`src/rtl/kpir_pkg.sv`:
```
// Shared types, register indexes and the segment table of the keypad IR transmitter.
// No dependencies; used by the top level and by its checker.
package kpir_pkg;

	localparam int unsigned ColW   = 4;
	localparam int unsigned RowW   = 4;
	localparam int unsigned TickW  = 16;
	localparam int unsigned MsW    = 8;
	localparam int unsigned SegW   = 8;
	localparam int unsigned PulseW = 5;
	localparam int unsigned KeyW   = 4;
	localparam int unsigned CfgIdxW  = 3;
	localparam int unsigned CfgDataW = 16;
	localparam int unsigned InTdataW  = 8;
	localparam int unsigned OutTdataW = 16;

	typedef enum logic [CfgIdxW-1:0] {
		REG_TICKS_PER_MS = 3'd0,
		REG_DEBOUNCE_MS  = 3'd1,
		REG_START_MS     = 3'd2,
		REG_MARK_MS      = 3'd3,
		REG_SPACE_MS     = 3'd4,
		REG_TAIL_MS      = 3'd5
	} reg_idx_t;

	localparam logic [TickW-1:0] TicksPerMsRst = 16'd80;
	localparam logic [MsW-1:0]   DebounceMsRst = 8'd10;
	localparam logic [MsW-1:0]   StartMsRst    = 8'd3;
	localparam logic [MsW-1:0]   MarkMsRst     = 8'd1;
	localparam logic [MsW-1:0]   SpaceMsRst    = 8'd1;
	localparam logic [MsW-1:0]   TailMsRst     = 8'd10;

	typedef enum logic [7:0] {
		PH_SCAN     = 8'b0000_0001,
		PH_DEBOUNCE = 8'b0000_0010,
		PH_RELEASE  = 8'b0000_0100,
		PH_DROP     = 8'b0000_1000,
		PH_START    = 8'b0001_0000,
		PH_SPACE    = 8'b0010_0000,
		PH_MARK     = 8'b0100_0000,
		PH_TAIL     = 8'b1000_0000
	} phase_t;

	typedef struct packed {
		logic [TickW-1:0] ticks_per_ms;
		logic [MsW-1:0]   debounce_ms;
		logic [MsW-1:0]   start_ms;
		logic [MsW-1:0]   mark_ms;
		logic [MsW-1:0]   space_ms;
		logic [MsW-1:0]   tail_ms;
	} cfg_t;

	// Packed in tdata order: the first field sits in the highest bits.
	typedef struct packed {
		logic            busy_res;
		logic [SegW-1:0] segments;
		logic            ir_out;
		logic [RowW-1:0] row_drive;
	} result_t;

	localparam int unsigned ResW = $bits(result_t);

	function automatic logic [SegW-1:0] seg_lut(input logic [KeyW-1:0] key);
		logic [SegW-1:0] s;
		case (key)
			4'd0:    s = 8'h09;
			4'd1:    s = 8'h06;
			4'd2:    s = 8'h5b;
			4'd3:    s = 8'h4f;
			4'd4:    s = 8'h66;
			4'd5:    s = 8'h6d;
			4'd6:    s = 8'h7d;
			4'd7:    s = 8'h07;
			4'd8:    s = 8'h7f;
			4'd9:    s = 8'h6f;
			4'd10:   s = 8'h77;
			4'd11:   s = 8'h7c;
			4'd12:   s = 8'h39;
			4'd13:   s = 8'h5e;
			4'd14:   s = 8'h79;
			default: s = 8'h71;
		endcase
		return s;
	endfunction

endpackage

```
`src/rtl/keypad_ir_pulse_count_transmitter_unit.sv`:
```
// Keypad scanner with IR pulse-count transmitter, top level.
// Depends on rtl/kpir_pkg.sv.
//
// Usage: every beat on the s_ channel is one carrier tick and carries the four
// active-low column lines sensed on the row that the previous result drove.
// Each input beat yields exactly one result beat on the m_ channel with the
// next row drive, the IR level for this tick, the latched segment pattern and
// a busy flag. The cfg_ channel writes the six timing registers; cfg_ready is
// always high and writes belong in idle periods only.
// A taken beat's result passes the single state update between the phase/timer
// registers and a two-entry result buffer, is registered there and offered on
// m_ once earlier ones have left. Throughput is one beat per clock while the
// buffer has room. On a receiver stall, the buffer holds up to two results;
// s_tready drops only while both entries are full; none is lost or reordered.
// Reset (arst_n low) puts the block in the scan phase on row 0 with all timers
// and the segment latch cleared, loads the default register values and empties
// the result buffer.
module keypad_ir_pulse_count_transmitter_unit (
	input  logic                                clk,
	input  logic                                arst_n,
	input  logic                                s_tvalid,
	output logic                                s_tready,
	input  logic [kpir_pkg::InTdataW-1:0]       s_tdata,   // [3:0] col_lines
	output logic                                m_tvalid,
	input  logic                                m_tready,
	// [3:0] row_drive, [4] ir_out, [12:5] segments, [13] busy_res
	output logic [kpir_pkg::OutTdataW-1:0]      m_tdata,
	input  logic                                cfg_valid,
	output logic                                cfg_ready,
	input  logic [kpir_pkg::CfgIdxW-1:0]        cfg_index,
	input  logic [kpir_pkg::CfgDataW-1:0]       cfg_data
);
	import kpir_pkg::*;

	typedef struct packed {
		phase_t            ph;
		logic [MsW-1:0]    ms;
		logic [PulseW-1:0] pulses;
	} xmit_t;

	function automatic xmit_t enter_tail(input cfg_t c);
		xmit_t r;
		r.ms     = c.tail_ms;
		r.pulses = '0;
		r.ph     = (c.tail_ms != '0) ? PH_TAIL : PH_SCAN;
		return r;
	endfunction

	// Enter the space of a counting pulse, skipping zero-length phases.
	function automatic xmit_t enter_pulse(input cfg_t c, input logic [PulseW-1:0] p);
		xmit_t r;
		r = enter_tail(c);
		if (c.space_ms != '0) begin
			r.ph = PH_SPACE; r.ms = c.space_ms; r.pulses = p;
		end else if (c.mark_ms != '0) begin
			r.ph = PH_MARK; r.ms = c.mark_ms; r.pulses = p;
		end
		return r;
	endfunction

	function automatic xmit_t after_mark(input cfg_t c, input logic [PulseW-1:0] p);
		logic [PulseW-1:0] p2;
		xmit_t r;
		p2 = p - 1'b1;
		if (p2 != '0) r = enter_pulse(c, p2);
		else r = enter_tail(c);
		return r;
	endfunction

	function automatic xmit_t enter_start(input cfg_t c, input logic [PulseW-1:0] p);
		xmit_t r;
		if (c.start_ms != '0) begin
			r.ph = PH_START; r.ms = c.start_ms; r.pulses = p;
		end else if (p != '0) begin
			r = enter_pulse(c, p);
		end else begin
			r = enter_tail(c);
		end
		return r;
	endfunction

	cfg_t              cfg_q;
	phase_t            phase_q, n_phase;
	logic [1:0]        row_q, n_row;
	logic [KeyW-1:0]   key_q, n_key;
	logic [PulseW-1:0] pulses_q, n_pulses;
	logic [MsW-1:0]    ms_q, n_ms;
	logic [TickW-1:0]  tick_q, n_tick;
	logic              carrier_q, n_carrier;
	logic [SegW-1:0]   seg_q, n_seg;

	logic [ColW-1:0]   low;
	logic [TickW-1:0]  tick_inc, tick_after;
	logic              tick_wrap;
	logic [MsW-1:0]    ms_dec;
	logic              go;
	xmit_t             nx;
	logic              ir;
	logic [1:0]        col;
	result_t           res;

	logic    in_beat, out_beat;
	result_t buf_q [2];
	logic    wr_ptr_q, rd_ptr_q;
	logic [1:0] cnt_q;

	assign cfg_ready = 1'b1;

	always_ff @(posedge clk or negedge arst_n) begin
		if (!arst_n) begin
			cfg_q.ticks_per_ms <= TicksPerMsRst;
			cfg_q.debounce_ms  <= DebounceMsRst;
			cfg_q.start_ms     <= StartMsRst;
			cfg_q.mark_ms      <= MarkMsRst;
			cfg_q.space_ms     <= SpaceMsRst;
			cfg_q.tail_ms      <= TailMsRst;
		end else if (cfg_valid) begin
			unique case (cfg_index)
				REG_TICKS_PER_MS: cfg_q.ticks_per_ms <= cfg_data;
				REG_DEBOUNCE_MS:  cfg_q.debounce_ms  <= cfg_data[MsW-1:0];
				REG_START_MS:     cfg_q.start_ms     <= cfg_data[MsW-1:0];
				REG_MARK_MS:      cfg_q.mark_ms      <= cfg_data[MsW-1:0];
				REG_SPACE_MS:     cfg_q.space_ms     <= cfg_data[MsW-1:0];
				REG_TAIL_MS:      cfg_q.tail_ms      <= cfg_data[MsW-1:0];
				default: ;
			endcase
		end
	end

	// Millisecond timer: one tick counted, a millisecond taken off on wrap.
	assign low        = ~s_tdata[ColW-1:0];
	assign tick_inc   = tick_q + 1'b1;
	assign tick_wrap  = tick_inc >= cfg_q.ticks_per_ms;
	assign tick_after = tick_wrap ? '0 : tick_inc;
	assign ms_dec     = (tick_wrap && ms_q != '0) ? ms_q - 1'b1 : ms_q;
	assign col        = {low[3] | low[2], low[3] | low[1]};

	always_comb begin
		n_phase   = phase_q;
		n_row     = row_q;
		n_key     = key_q;
		n_pulses  = pulses_q;
		n_ms      = ms_q;
		n_tick    = tick_q;
		n_carrier = carrier_q;
		n_seg     = seg_q;
		ir        = 1'b0;
		go        = 1'b0;
		nx        = enter_tail(cfg_q);
		unique case (phase_q)
			PH_SCAN: begin
				if (low != '0) begin
					n_phase = PH_DEBOUNCE;
					n_ms    = cfg_q.debounce_ms;
					n_tick  = '0;
				end else begin
					n_row = row_q + 1'b1;
				end
			end
			PH_DEBOUNCE: begin
				if (ms_q != '0) begin
					n_tick = tick_after;
					n_ms   = ms_dec;
				end else if (low == '0) begin
					go    = 1'b1;
					nx.ph = PH_SCAN;
					nx.ms = ms_q;
					nx.pulses = pulses_q;
				end else if ((low & (low - 1'b1)) == '0) begin
					n_key   = {row_q, col};
					n_phase = PH_RELEASE;
				end else begin
					n_phase = PH_DROP;
				end
			end
			PH_RELEASE: begin
				if (low == '0) begin
					n_seg = seg_lut(key_q);
					go    = 1'b1;
					nx    = enter_start(cfg_q, {1'b0, key_q} + 1'b1);
				end
			end
			PH_DROP: begin
				if (low == '0) begin
					go    = 1'b1;
					nx.ph = PH_SCAN;
					nx.ms = ms_q;
					nx.pulses = pulses_q;
				end
			end
			PH_START, PH_SPACE, PH_MARK, PH_TAIL: begin
				if (phase_q == PH_START || phase_q == PH_MARK) begin
					n_carrier = ~carrier_q;
					ir        = ~carrier_q;
				end
				n_tick = tick_after;
				n_ms   = ms_dec;
				if (ms_dec == '0) begin
					go = 1'b1;
					case (phase_q)
						PH_START: begin
							if (pulses_q != '0) nx = enter_pulse(cfg_q, pulses_q);
							else nx = enter_tail(cfg_q);
						end
						PH_SPACE: begin
							if (cfg_q.mark_ms != '0) begin
								nx.ph = PH_MARK; nx.ms = cfg_q.mark_ms;
								nx.pulses = pulses_q;
							end else begin
								nx = after_mark(cfg_q, pulses_q);
							end
						end
						PH_MARK: nx = after_mark(cfg_q, pulses_q);
						default: begin
							nx.ph = PH_SCAN; nx.ms = ms_dec; nx.pulses = pulses_q;
						end
					endcase
				end
			end
			default: n_phase = PH_SCAN;
		endcase
		// A phase change resets the tick counter and carrier; going back to
		// scanning also moves on to the next row and leaves the ms count alone.
		if (go) begin
			n_phase   = nx.ph;
			n_pulses  = nx.pulses;
			n_tick    = '0;
			n_carrier = 1'b0;
			if (nx.ph == PH_SCAN) n_row = row_q + 1'b1;
			else n_ms = nx.ms;
		end
	end

	assign res.row_drive = ~(RowW'(1) << n_row);
	assign res.ir_out    = ir;
	assign res.segments  = n_seg;
	assign res.busy_res  = (n_phase != PH_SCAN);

	assign in_beat  = s_tvalid && s_tready;
	assign out_beat = m_tvalid && m_tready;

	always_ff @(posedge clk or negedge arst_n) begin
		if (!arst_n) begin
			phase_q   <= PH_SCAN;
			row_q     <= '0;
			key_q     <= '0;
			pulses_q  <= '0;
			ms_q      <= '0;
			tick_q    <= '0;
			carrier_q <= 1'b0;
			seg_q     <= '0;
		end else if (in_beat) begin
			phase_q   <= n_phase;
			row_q     <= n_row;
			key_q     <= n_key;
			pulses_q  <= n_pulses;
			ms_q      <= n_ms;
			tick_q    <= n_tick;
			carrier_q <= n_carrier;
			seg_q     <= n_seg;
		end
	end

	// Two-entry result buffer keeps the input side moving while m_ stalls.
	always_ff @(posedge clk or negedge arst_n) begin
		if (!arst_n) begin
			wr_ptr_q <= 1'b0;
			rd_ptr_q <= 1'b0;
			cnt_q    <= '0;
		end else begin
			if (in_beat) wr_ptr_q <= ~wr_ptr_q;
			if (out_beat) rd_ptr_q <= ~rd_ptr_q;
			if (in_beat && !out_beat) cnt_q <= cnt_q + 1'b1;
			else if (!in_beat && out_beat) cnt_q <= cnt_q - 1'b1;
		end
	end

	always_ff @(posedge clk) begin
		if (in_beat) buf_q[wr_ptr_q] <= res;
	end

	assign s_tready = (cnt_q != 2'd2);
	assign m_tvalid = (cnt_q != 2'd0);
	assign m_tdata  = {{(OutTdataW - ResW){1'b0}}, buf_q[rd_ptr_q]};

endmodule

```
`config.mk`:
```
export PLATFORM = sky130hd
export DESIGN_NAME = keypad_ir_pulse_count_transmitter_unit
export DESIGN_NICKNAME = d
export VERILOG_FILES = /design/src/rtl/kpir_pkg.sv /design/src/rtl/keypad_ir_pulse_count_transmitter_unit.sv
export SDC_FILE = /design/constraint.sdc
export NUM_CORES = 1
export LEC_CHECK = 0
export ABC_AREA = 0
export CORE_MARGIN = 1
export CORE_UTILIZATION = 50
export CTS_CLUSTER_DIAMETER = 120
export DETAILED_ROUTE_END_ITERATION = 10
export DONT_BUFFER_PORTS = 1
export GPL_ROUTABILITY_DRIVEN = 0
export PLACE_DENSITY = 0.72
export SLEW_MARGIN = 0
export SYNTH_ARGS = -nofsm -noshare
export SYNTH_HDL_FRONTEND = slang
export SYNTH_SLANG_ARGS = --single-unit
```
`constraint.sdc`:
```
create_clock -name clk -period 4.4 [get_ports clk]
set_clock_uncertainty 0.1 [all_clocks]
set_input_delay 0.44 -clock clk [delete_from_list [all_inputs] [get_ports clk]]
set_output_delay 0.44 -clock clk [all_outputs]
set_load 0.005 [all_outputs]
```
==> flow_metrics.env <==
export IMPL_drtAntennaViolNets=0
export IMPL_grt_use_total_pct=26.3
export IMPL_ys_top_cells_by_area="dfrtp_1 (29%), edfxtp_1 (9.5%), mux2_2 (7.8%), o21ai_0 (5.2%), nand2_1 (4.4%)"
export IMPL_clk_path_buf_depth=2
export IMPL_synth_most_common_cell="nand2_1"
export IMPL_cap_violations=0
export IMPL_period_minus_slack_ns=4.39
export IMPL_critPathKind="reg2reg"
export IMPL_ir_worst_vdd_mv=0.339
export IMPL_setup_violations_final=0
export IMPL_initial_core_util_pct=51.2
export IMPL_slew_violations=0
export IMPL_cts_root_buf="clkbuf_16"
export IMPL_clk_pin_slew_ns=0.06
export IMPL_synth_cell_types=80
export IMPL_cts_tree="done"
export IMPL_synth_top_flop_cell="dfrtp_1"
export IMPL_startpoint_type="register"
export IMPL_synth_area_leader_cell="dfrtp_1"
export IMPL_hold_class="in2reg"
export IMPL_hpwl_mm=16.2
export IMPL_io_pins=51
export IMPL_switchingPower_mw=2.00
export IMPL_n_antenna_cell=0
export IMPL_ys_warnings_count=0
export IMPL_finalCritPeriodShare_pct=99.7
export IMPL_grt_pass1_wl_mm=37.5
export IMPL_drive_gt1_share_pct=21.8
export IMPL_synth_common_cells="nand2_1 (104), dfrtp_1 (101), o21ai_0 (92)"
export IMPL_num_rows=48
export IMPL_dr_pass1_iters=6
export IMPL_antenna_found_initial=0
export IMPL_cts_made_buffers=17
export IMPL_drtIter0Drc=762
export IMPL_crit_required_ns=4.67
export IMPL_first_global_vias=7267
export IMPL_synth_area_per_cell_um2=9.29
export IMPL_die_height_um=135
export IMPL_fillCellCount=1459
export IMPL_route_detailed_drc=0
export IMPL_worstSkewPairLatency_ns=0.43
export IMPL_hold_path_cell_count=2
export IMPL_die_w_um=135
export IMPL_dieArea_um2=18200
export IMPL_wirelength_mm=23.2
export IMPL_clock_sinks=140
export IMPL_placed_area_um2=9280
export IMPL_synthCells=950
export IMPL_vias=7639
export IMPL_reg2reg_depth=17
export IMPL_area_delta_synth_final_pct=15.9
export IMPL_p_leak_nw=4.10
export IMPL_netlist_area_leader_share_pct=28.6
export IMPL_async_flop_share_pct=80.0
export IMPL_intPower_mw=3.45
export IMPL_switching_share_pct=36.8
export IMPL_vias_per_cell=6.31
export IMPL_rsz0062_at_grt="yes"
export IMPL_power_frac_seq_pct=36.1
export IMPL_critical_path_arrival_ns=4.66
export IMPL_status="complete, no violations"
export IMPL_hold_viol=0
export IMPL_grt_ovfl_total=0
export IMPL_finalInstanceArea_um2=10200
export IMPL_wl_per_cell_um=19.2
export IMPL_crit_fanout=7
export IMPL_p_clk_share_pct=30.0
export IMPL_seq_area_um2=3660
export IMPL_syn_area_um2=8820
export IMPL_relSlewSlack_pct=18.4
export IMPL_synth_edff_count=28
export IMPL_seq_area_frac_synth_pct=41.5
export IMPL_clock_fmax_ghz=0.228
export IMPL_synth_seq_cells=140
export IMPL_multi_input_area_um2=4990
export IMPL_core_area_um2=17200
export IMPL_port_buffers=0
export IMPL_cts_max_level=4
export IMPL_power_density_nw_per_um2=533
export IMPL_fin_nets=1033
export IMPL_p_total_mw=5.45
export IMPL_endpoint_kind="register"
export IMPL_pwr_share_comb_pct=33.8
export IMPL_tightest_slew_ns=1.22
export IMPL_grt_max_degree=113
flip-flops by register name, summed over array words and instances, names as in the netlist:
signal,cells
cnt_q,2
phase_q,8
tick_q,16
cfg_q,56
row_q,2
key_q,4
buf_q,28
carrier_q,1
pulses_q,5
rd_ptr_q,1
seg_q,8
ms_q,8
wr_ptr_q,1
timing repair:
action / CTS / global route
hold buffers: 2 / 0
hold endpoints to repair: 112 / 0
buffers inserted: 0 / 6
setup endpoints to repair: 6 / 44
pin swaps: 2 / 13
resized for setup: 6 / 31
through the flow:
step	hold WS, ns	cells	util, %	TNS (ns)	setup slack (ns)
6_report	0.0328	1210	59.3	0	0.0113
5_1_grt	0.0254	1210	59.3	-2.69	-0.183
4_1_cts	0.0198	1204	58.1	0	0.0256
3_5_place_dp	0.0469	1170	53.9	-0.0678	-0.0394
3_3_place_gp	0.0477	1170	53.9	0	0.0191
2_1_floorplan	0.0444	951	-	-0.0149	-0.0149
metal layers:
layer | track usage, % | share of wire, % | vias to the layer above
met5 | 0 | 0 | -
met4 | 9.55 | 2.3 | 0
met3 | 5.22 | 7.9 | 50
met2 | 40.5 | 46 | 325
met1 | 36.7 | 44 | 3697
li1 | - | - | 3567
cell type report:
class	instances	area share [%]
well taps	225	2.75
flip-flops and latches	140	35.8
multi-input cells	717	48.8
clock inverters	9	1.37
clock buffers	23	5.20
repair buffers	60	4.77
inverters	36	1.32
worst paths after layout:
path / start / to / slack [ns]
setup / recovery: tick_q[0] / ms_q[2] / 0.01
hold / removal: cfg_data[7] / cfg_q[47] / 0.03
setup reg to reg: tick_q[0] / ms_q[2] / 0.01
hold reg to reg: seg_q[7] / seg_q[7] / 0.38
max in group asynchronous: arst_n / cfg_q[1] / 3.24
min in group asynchronous: arst_n / cfg_q[45] / 0.57
power groups by stage:
stage               registers, mW  clock network, mW  logic (mW)
floorplan                    1.79                  0        1.39
global placement             1.96                  0        1.67
detailed placement           1.98                  0        1.70
CTS                          1.96               1.65        1.75
global route                 2.01               1.71        2.00
finish                       1.97               1.64        1.84
cell families after synthesis:
logic type | after synthesis | share of synthesized area, %
adder cells (fa/ha/maj) | 29 | 4.11
AND/OR/NAND/NOR | 304 | 17.3
multiplexers | 68 | 8.72
buffers and inverters | 94 | 4.34
XOR/XNOR | 30 | 2.98
flip-flops | 140 | 41.5
AO/OA/AOI/OAI | 283 | 21.0
other | 2 | 0.0851
placed cells by master, fill, tap and decap left out, drive strengths merged, types with 5 or more instances in the layout:
| master | instances |
|---|---|
| a211oi | 9 |
| a21o | 5 |
| a21oi | 62 |
| a22o | 12 |
| a22oi | 10 |
| a31oi | 13 |
| and2 | 7 |
| and3 | 15 |
| buf | 59 |
| clkbuf | 23 |
| dfrtp | 101 |
| dfstp | 11 |
| edfxtp | 28 |
| ha | 29 |
| inv | 41 |
| mux2 | 61 |
| mux2i | 6 |
| nand2 | 104 |
| nand2b | 8 |
| nand3 | 32 |
| nand4 | 9 |
| nor2 | 53 |
| nor3 | 17 |
| nor4 | 19 |
| o211ai | 9 |
| o21ai | 95 |
| o21bai | 7 |
| o2bb2ai | 7 |
| o31ai | 8 |
| or2 | 6 |
| or3 | 6 |
| or4 | 11 |
| xnor2 | 17 |
| xor2 | 13 |
critical path, stage by stage, from the launching register on:
cell and delay, ns:
dfrtp_1 0.40, ha_2 0.20, and3_4 0.18, and3_4 0.18
and3_4 0.22, nand3_2 0.10, xnor2_2 0.16, ha_1 0.27
nand4_1 0.20, nor3_4 0.27, a31oi_4 0.15, a311o_1 0.36
a32o_2 0.28, o31a_1 0.27, or4_4 0.52, buf_4 0.18
a31oi_4 0.14, o31a_1 0.14
(Power assumes the default switching activity.)
